**src/rtl/core/ltdd_pkg.sv**
```systemverilog
package ltdd_pkg;

  localparam int NUM_RESOURCES_DEF = 4;
  localparam int ENTITIES_DEF      = 8;
  localparam int MASK_W            = 4;
  localparam logic [MASK_W-1:0] MASK_RESET = 4'hF;

  localparam logic [1:0] OP_ACQUIRE = 2'd0;
  localparam logic [1:0] OP_RELEASE = 2'd1;
  localparam logic [1:0] OP_SCAN    = 2'd2;

  typedef struct packed {
    logic [1:0] operation;
    logic [1:0] resource_id;
    logic [2:0] requester_id;
  } in_item_t;

  typedef struct packed {
    logic       granted;
    logic       now_waiting;
    logic       not_present;
    logic       released;
    logic       deadlock_found;
    logic [2:0] victim_entity;
    logic [1:0] freed_resource;
  } out_item_t;

  // verdict of one hop of the wait-for chain
  typedef struct packed {
    logic stop;       // chain broken: no wait, bad resource or free resource
    logic found;      // holder is the chain's starting requester
    logic exhausted;  // hop limit reached without closing
  } hop_t;

endpackage

```
**src/rtl/core/lock_table_deadlock_detector.sv**
```systemverilog
// Lock table with wait-for-graph deadlock detection. Acquire, release and
// the unused code keep busy low and the result strobes on out_valid the
// next cycle, so these can arrive back to back. A deadlock scan holds busy
// high while one hop comparator walks the chains through the single read
// port of the wait table: a start step per starting requester, then per hop
// a registered table read and then a compare, at most ENTITIES hops per start,
// then a sweep over the resources finds the victim's lowest held resource.
// Results are shown for exactly one cycle and cannot be held off; cfg_ready
// is always high and the mask should be written only while the block is idle.
module lock_table_deadlock_detector #(
  parameter int NUM_RESOURCES = ltdd_pkg::NUM_RESOURCES_DEF,
  parameter int ENTITIES      = ltdd_pkg::ENTITIES_DEF
) (
  input  logic                          clk,
  input  logic                          rst_n,
  input  logic                          start,
  output logic                          busy,
  input  ltdd_pkg::in_item_t            in_data,
  output logic                          out_valid,
  output ltdd_pkg::out_item_t           out_data,
  input  logic                          cfg_valid,
  output logic                          cfg_ready,
  input  logic [ltdd_pkg::MASK_W-1:0]   cfg_data
);

  localparam int EW = $clog2(ENTITIES);
  localparam int RW = $clog2(NUM_RESOURCES);
  localparam int SW = $clog2(ENTITIES + 1);

  localparam logic [2:0] S_IDLE  = 3'd0;
  localparam logic [2:0] S_START = 3'd1;
  localparam logic [2:0] S_HOP   = 3'd2;
  localparam logic [2:0] S_EVAL  = 3'd3;
  localparam logic [2:0] S_SWEEP = 3'd4;

  logic [2:0]                    state_r, state_nxt;
  logic [ltdd_pkg::MASK_W-1:0]   mask_r;
  logic [NUM_RESOURCES-1:0]      hold_valid_r, hold_valid_nxt;
  logic [EW-1:0]                 hold_id_r [NUM_RESOURCES];
  logic [EW-1:0]                 hold_id_nxt [NUM_RESOURCES];
  logic [SW-1:0]                 start_r, start_nxt;
  logic [SW-1:0]                 hops_r, hops_nxt;
  logic [EW-1:0]                 cur_r, cur_nxt;
  logic [RW-1:0]                 sweep_r, sweep_nxt;
  logic                          out_valid_r, out_valid_nxt;
  ltdd_pkg::out_item_t           out_r, out_nxt;

  logic          accept;
  logic          item_ok;
  logic [RW-1:0] in_res;
  logic [EW-1:0] in_req;
  logic          present;

  logic          wr_en, wr_set;
  logic [EW-1:0] wr_addr;
  logic [RW-1:0] wr_res;
  logic          rd_valid;
  logic [RW-1:0] rd_res;
  logic          h_valid;
  logic [EW-1:0] h_id;
  logic [EW-1:0] start_id;
  ltdd_pkg::hop_t verdict;

  assign accept    = start && !busy;
  assign busy      = (state_r != S_IDLE);
  assign cfg_ready = 1'b1;
  assign out_valid = out_valid_r;
  assign out_data  = out_r;

  assign in_res  = RW'(in_data.resource_id);
  assign in_req  = EW'(in_data.requester_id);
  assign item_ok = (32'(in_data.resource_id) < NUM_RESOURCES) &&
                   (32'(in_data.requester_id) < ENTITIES);
  assign present = mask_r[in_data.resource_id];
  assign start_id = EW'(start_r);

  assign h_valid = hold_valid_r[rd_res];
  assign h_id    = hold_id_r[rd_res];

  ltdd_wait_store #(
    .NUM_RESOURCES(NUM_RESOURCES),
    .ENTITIES     (ENTITIES)
  ) u_wait (
    .clk     (clk),
    .rst_n   (rst_n),
    .wr_en   (wr_en),
    .wr_set  (wr_set),
    .wr_addr (wr_addr),
    .wr_res  (wr_res),
    .rd_addr (cur_r),
    .rd_valid(rd_valid),
    .rd_res  (rd_res)
  );

  ltdd_hop_unit #(
    .NUM_RESOURCES(NUM_RESOURCES),
    .ENTITIES     (ENTITIES)
  ) u_hop (
    .w_valid (rd_valid),
    .w_res   (rd_res),
    .h_valid (h_valid),
    .h_id    (h_id),
    .start_id(start_id),
    .hops    (hops_r),
    .verdict (verdict)
  );

  always_comb begin
    state_nxt      = state_r;
    hold_valid_nxt = hold_valid_r;
    hold_id_nxt    = hold_id_r;
    start_nxt      = start_r;
    hops_nxt       = hops_r;
    cur_nxt        = cur_r;
    sweep_nxt      = sweep_r;
    out_valid_nxt  = 1'b0;
    out_nxt        = out_r;
    wr_en          = 1'b0;
    wr_set         = 1'b0;
    wr_addr        = in_req;
    wr_res         = in_res;

    case (state_r)
      S_IDLE: begin
        if (accept) begin
          out_nxt = '0;
          if (in_data.operation == ltdd_pkg::OP_SCAN) begin
            start_nxt = '0;
            state_nxt = S_START;
          end else begin
            out_valid_nxt = 1'b1;
            if (in_data.operation == ltdd_pkg::OP_ACQUIRE && item_ok) begin
              if (!present) begin
                out_nxt.not_present = 1'b1;
              end else if (!hold_valid_r[in_res]) begin
                hold_valid_nxt[in_res] = 1'b1;
                hold_id_nxt[in_res]    = in_req;
                wr_en                  = 1'b1;
                out_nxt.granted        = 1'b1;
              end else begin
                wr_en               = 1'b1;
                wr_set              = 1'b1;
                out_nxt.now_waiting = 1'b1;
              end
            end else if (in_data.operation == ltdd_pkg::OP_RELEASE && item_ok) begin
              if (hold_valid_r[in_res] && hold_id_r[in_res] == in_req) begin
                hold_valid_nxt[in_res] = 1'b0;
                out_nxt.released       = 1'b1;
              end
            end
          end
        end
      end
      S_START: begin
        if (start_r == SW'(ENTITIES)) begin
          out_valid_nxt = 1'b1;
          state_nxt     = S_IDLE;
        end else begin
          cur_nxt   = start_id;
          hops_nxt  = '0;
          state_nxt = S_HOP;
        end
      end
      S_HOP: begin
        // wait table read of cur_r is in flight
        state_nxt = S_EVAL;
      end
      S_EVAL: begin
        if (verdict.found) begin
          sweep_nxt = '0;
          state_nxt = S_SWEEP;
        end else if (verdict.stop || verdict.exhausted) begin
          start_nxt = start_r + SW'(1);
          state_nxt = S_START;
        end else begin
          cur_nxt   = h_id;
          hops_nxt  = hops_r + SW'(1);
          state_nxt = S_HOP;
        end
      end
      S_SWEEP: begin
        // lowest-numbered resource held by the victim
        if (hold_valid_r[sweep_r] && hold_id_r[sweep_r] == start_id) begin
          hold_valid_nxt[sweep_r] = 1'b0;
          wr_en                   = 1'b1;
          wr_addr                 = start_id;
          out_nxt.deadlock_found  = 1'b1;
          out_nxt.victim_entity   = 3'(start_id);
          out_nxt.freed_resource  = 2'(sweep_r);
          out_valid_nxt           = 1'b1;
          state_nxt               = S_IDLE;
        end else if (sweep_r == RW'(NUM_RESOURCES - 1)) begin
          out_valid_nxt = 1'b1;
          state_nxt     = S_IDLE;
        end else begin
          sweep_nxt = sweep_r + RW'(1);
        end
      end
      default: begin
        state_nxt = S_IDLE;
      end
    endcase
  end

  always_ff @(posedge clk) begin
    if (!rst_n) begin
      state_r      <= S_IDLE;
      mask_r       <= ltdd_pkg::MASK_RESET;
      hold_valid_r <= '0;
      out_valid_r  <= 1'b0;
    end else begin
      state_r      <= state_nxt;
      hold_valid_r <= hold_valid_nxt;
      out_valid_r  <= out_valid_nxt;
      if (cfg_valid && cfg_ready) begin
        mask_r <= cfg_data;
      end
    end
  end

  always_ff @(posedge clk) begin
    hold_id_r <= hold_id_nxt;
    start_r   <= start_nxt;
    hops_r    <= hops_nxt;
    cur_r     <= cur_nxt;
    sweep_r   <= sweep_nxt;
    out_r     <= out_nxt;
  end

  a_one_outcome: assert property (@(posedge clk) disable iff (!rst_n)
    out_valid |-> $countones({out_data.granted, out_data.now_waiting,
      out_data.not_present, out_data.released, out_data.deadlock_found}) <= 1)
    else $error("more than one outcome flag in a result");

  a_eval_after_hop: assert property (@(posedge clk) disable iff (!rst_n)
    state_r == S_EVAL |-> $past(state_r == S_HOP))
    else $error("hop evaluated without a wait table read");

  a_sweep_entry: assert property (@(posedge clk) disable iff (!rst_n)
    state_r == S_SWEEP |-> $past(state_r == S_SWEEP || state_r == S_EVAL))
    else $error("victim sweep entered without a closed chain");

  a_scan_result_idle: assert property (@(posedge clk) disable iff (!rst_n)
    out_valid && out_data.deadlock_found |-> !busy)
    else $error("deadlock result while scan still running");

endmodule

```
**src/rtl/core/ltdd_wait_store.sv**
```systemverilog
module ltdd_wait_store #(
  parameter int NUM_RESOURCES = ltdd_pkg::NUM_RESOURCES_DEF,
  parameter int ENTITIES      = ltdd_pkg::ENTITIES_DEF
) (
  input  logic                             clk,
  input  logic                             rst_n,
  input  logic                             wr_en,
  input  logic                             wr_set,
  input  logic [$clog2(ENTITIES)-1:0]      wr_addr,
  input  logic [$clog2(NUM_RESOURCES)-1:0] wr_res,
  input  logic [$clog2(ENTITIES)-1:0]      rd_addr,
  output logic                             rd_valid,
  output logic [$clog2(NUM_RESOURCES)-1:0] rd_res
);

  localparam int RW = $clog2(NUM_RESOURCES);

  logic [ENTITIES-1:0] valid_r;
  logic [RW-1:0]       mem [ENTITIES];
  logic                rd_valid_r;
  logic [RW-1:0]       rd_res_r;

  always_ff @(posedge clk) begin
    if (!rst_n) begin
      valid_r <= '0;
    end else if (wr_en) begin
      valid_r[wr_addr] <= wr_set;
    end
  end

  always_ff @(posedge clk) begin
    if (wr_en && wr_set) begin
      mem[wr_addr] <= wr_res;
    end
    rd_res_r   <= mem[rd_addr];
    rd_valid_r <= valid_r[rd_addr];
  end

  assign rd_valid = rd_valid_r;
  assign rd_res   = rd_res_r;

endmodule

```
**src/rtl/core/ltdd_hop_unit.sv**
```systemverilog
module ltdd_hop_unit #(
  parameter int NUM_RESOURCES = ltdd_pkg::NUM_RESOURCES_DEF,
  parameter int ENTITIES      = ltdd_pkg::ENTITIES_DEF
) (
  input  logic                             w_valid,
  input  logic [$clog2(NUM_RESOURCES)-1:0] w_res,
  input  logic                             h_valid,
  input  logic [$clog2(ENTITIES)-1:0]      h_id,
  input  logic [$clog2(ENTITIES)-1:0]      start_id,
  input  logic [$clog2(ENTITIES+1)-1:0]    hops,
  output ltdd_pkg::hop_t                   verdict
);

  localparam int SW = $clog2(ENTITIES + 1);

  logic res_ok;
  logic [SW:0] hops_inc;

  assign res_ok   = ({1'b0, w_res} < (($clog2(NUM_RESOURCES) + 1)'(NUM_RESOURCES)));
  assign hops_inc = {1'b0, hops} + (SW + 1)'(1);

  always_comb begin
    verdict.stop      = !w_valid || !res_ok || !h_valid;
    verdict.found     = !verdict.stop && (h_id == start_id);
    verdict.exhausted = !verdict.stop && !verdict.found &&
                        (hops_inc == (SW + 1)'(ENTITIES));
  end

endmodule
```
**config.mk**
```make
export PLATFORM = sky130hd
export DESIGN_NAME = lock_table_deadlock_detector
export DESIGN_NICKNAME = d
export VERILOG_FILES = /design/src/rtl/core/ltdd_pkg.sv /design/src/rtl/core/lock_table_deadlock_detector.sv /design/src/rtl/core/ltdd_wait_store.sv /design/src/rtl/core/ltdd_hop_unit.sv
export SDC_FILE = /design/constraint.sdc
export NUM_CORES = 1
export LEC_CHECK = 0
export BUFFER_PORTS_ARGS = -buffer_cell sky130_fd_sc_hd__buf_2
export CAP_MARGIN = 20
export CORE_UTILIZATION = 40
export CTS_BUF_LIST = sky130_fd_sc_hd__clkbuf_16
export CTS_CLUSTER_SIZE = 12
export DETAILED_ROUTE_END_ITERATION = 8
export GPL_ROUTABILITY_DRIVEN = 0
export GPL_TIMING_DRIVEN = 0
export PLACE_DENSITY = 0.68
export SYNTH_ARGS = -nofsm -noshare
export SYNTH_HDL_FRONTEND = slang
export SYNTH_SLANG_ARGS = --single-unit
```
**constraint.sdc**
```tcl
create_clock -name clk -period 2.6 [get_ports clk]
set_input_delay 0.26 -clock clk [delete_from_list [all_inputs] [get_ports clk]]
set_output_delay 0.26 -clock clk [all_outputs]
set_load 0.03 [all_outputs]
```
==> impl_metrics.csv <==
group,metric,value,unit
route,met3_length,352,microns
global_route,grt_pass1_wl,13250,microns
global_route,antenna_found_initial,0,
clocking,clock_latency,0.33,ns
die,row_count,35,
die,die_w,100.8,microns
global_route,overflow,0,
synthesis,syn-num-nets,345,
layout,layout_common_cells,"edfxtp_1 (51), nand2_1 (37), nor2_1 (32), buf_2 (27), dfxtp_1 (23)",
synthesis,synthCells,322,
layout,nNetsFinal,383,
die,start_util,0.4168,
sta,worst_pin_slew,0.6593,ns
clocking,hold_buffers,0,
synthesis,synthDominantCellAreaShare,0.3921,
route,m1WireLength,3646,microns
layout,final_core_util,0.4892,
layout,syn_to_final_growth,17.36,%
global_route,grt_max_degree,14,
worst_setup_path,end_kind,"flip-flop",
worst_setup_path,worstSetupPathType,"reg -> reg",
worst_setup_path,cp-start-kind,"flip-flop",
layout,drive_gt1_frac,0.2658,
synthesis,ys_ff_latch,74,
route,via_count,2658,
layout,fin_cells,494,
synthesis,synth_seq_area_share,0.5099,
synthesis,yosys_warnings,0,
worst_setup_path,cp_max_fo,7,
route,drc,0,
clocking,cts-root-buf,"clkbuf_16",
die,die_h,100.8,microns
place,port_buffers,25,
route,dr_wl_met2,4109,microns
clocking,cts_buffers,9,
sta,slew_headroom,0.5564,
synthesis,syn-mean-instance-area,12.13,sq um
route,dr.first_iter.drc_count,148,
pwr,ir_drop,0.3319,mV
worst_setup_path,worstPathArrival,2.55,ns
worst_hold_path,hold_path.class,"in -> reg",
synthesis,synth_area_leaders,"edfxtp_1 (39%), dfxtp_1 (12%), mux4_2 (10%)",
synthesis,synth_async_sr_flop_share,0,
sta,finalHoldViolations,0,
synthesis,synth.distinct_cells,59,
route,top_layer,"met4",
global_route,grt_use_total,0.1759,
pwr,p_total,2.828,mW
clocking,tritoncts,"yes",
sta,setup_slack,0.05291,ns
die,core,0.009371,sq mm
clocking,clkTransAtPathRegs,0.06,ns
sta,timing.final.max_slew_violations,0,
synthesis,synth_edf_count,51,
route,ant_nets,0,
synthesis,synth_area,0.003906,sq mm
pwr,powerDensity,616.8,mW/mm^2
place,dp_worst_setup_slack,-0.1810,ns
place,dpl_cell_area,0.004197,sq mm
route,dr.pass1.iters,6,
sta,max_freq,392.6,MHz
place,dp.cells,476,
clocking,cts-htree-levels,3,
route,drt_wl_total,8282,microns
clocking,cts.sinks,74,
sta,period_share,0.9797,
layout,fin_area,0.004584,sq mm
route,vias_per_cell,5.381,
layout,final_common_cell,"edfxtp_1",
worst_setup_path,cp.required,2.61,ns
clocking,clock_path_buffers,2,
synthesis,synth_top_area_cell,"edfxtp_1",
place,dpl.hpwl,6161,microns
sta,holdWs,0.1429,ns
die,pin_count,28,
outcome,outcome,"finished clean",
sta,min_period,2.547,ns
sta,finalSetupTns,0,ns
run,max-cap-violations,0,
die,die-area,0.01016,sq mm
route,wl_per_cell,16.77,microns
layout,antenna_cells,0,
sta,fin_skew,0.004692,ns
sta,setup_viol,0,
pwr,p_leak,1.682,nW
global_route,grt_pass1_vias,2530,
layout,fillCellCount,863,
synthesis,synthFlopType,"edfxtp_1",
cell usage after synthesis (3+ instances only):
cell type / number
edfxtp_1: 51
nand2_1: 37
nor2_1: 32
dfxtp_1: 23
mux4_2: 18
mux2i_1: 14
clkbuf_1: 10
inv_1: 10
o21ai_0: 10
nor3_1: 9
xnor2_1: 9
ha_1: 8
a21oi_1: 6
nor2b_1: 6
and3_1: 4
buf_2: 4
mux2_2: 4
o22ai_1: 4
xor2_1: 4
a31oi_1: 3
a32o_1: 3
and2_1: 3
buf_4: 3
nor4_1: 3
or2_2: 3
power breakdown:
part / leakage (nW) / internal [mW] / switching (mW)
Combinational: 0.867 / 0.0847 / 0.136
Sequential: 0.658 / 1.28 / 0.0160
Clock: 0.157 / 0.839 / 0.470
metal layers:
| layer | track usage | vias up |
|---|---|---|
| met2 | 0.2893 | 80 |
| met3 | 0.03745 | 15 |
| met5 | 0 | - |
| li1 | - | 1276 |
| met4 | 0.06132 | 0 |
| met1 | 0.2307 | 1287 |
kinds of logic (layout without fill, tap and decap cells):
logic type                 after synthesis  after routing  share of synthesized area
DFF                                     74             74                     0.5099
AOI/OAI and AO/OA                       43             43                    0.08521
adders and majority gates                8              8                    0.02563
xor gates and xnor gates                13             13                    0.02915
buffers and inverters                   30             73                    0.03780
and+or+nand+nor                        117            117                     0.1602
muxes                                   36             36                     0.1512
other                                    1              1                  0.0009600
critical path: stages (launching register included):
cell and delay (ns):
dfxtp_1 0.33, buf_6 0.14, mux4_2 0.58, xnor2_2 0.17, and3_4 0.19, or4_4 0.53, a21oi_4 0.27
cell type report:
type,instances,area (sq um),share of cell area
timing repair buffer,27,140.1,0.03057
buffer,19,115.1,0.02511
sequential,74,1992,0.4345
clock buffer,9,225.2,0.04913
clock inverter,7,93.84,0.02047
inverter,11,41.29,0.009007
tap,129,161.4,0.03521
multi-input combinational,218,1815,0.3960
state kept, by name, summed over array words and instances, names as in the netlist, named ones only:
signal / flops
out_data: 10
u_wait.rd_res: 2
u_wait.rd_valid: 1
u_wait.valid_r: 8
state_r: 3
sweep_r: 2
out_valid: 1
hops_r: 4
cur_r: 3
hold_id_r: 12
start_r: 4
mask_r: 4
u_wait.mem: 16
worst paths after layout:
check	from	to	slack, ns	depth (start not counted)
worst min register to register	u_wait.valid_r[4]	u_wait.valid_r[4]	0.46	2
worst max register to register	u_wait.rd_res[0]	hops_r[0]	0.05	6
worst min-delay path	cfg_data[1]	mask_r[1]	0.14	3
worst max-delay path	u_wait.rd_res[0]	hops_r[0]	0.05	6
timing repair:
action                                  CTS  global route
endpoints found under the setup margin   18            23
buffers inserted                          1             1
pin swaps                                 2             3
gates resized for setup                   5             7
(Power assumes the default switching activity.)
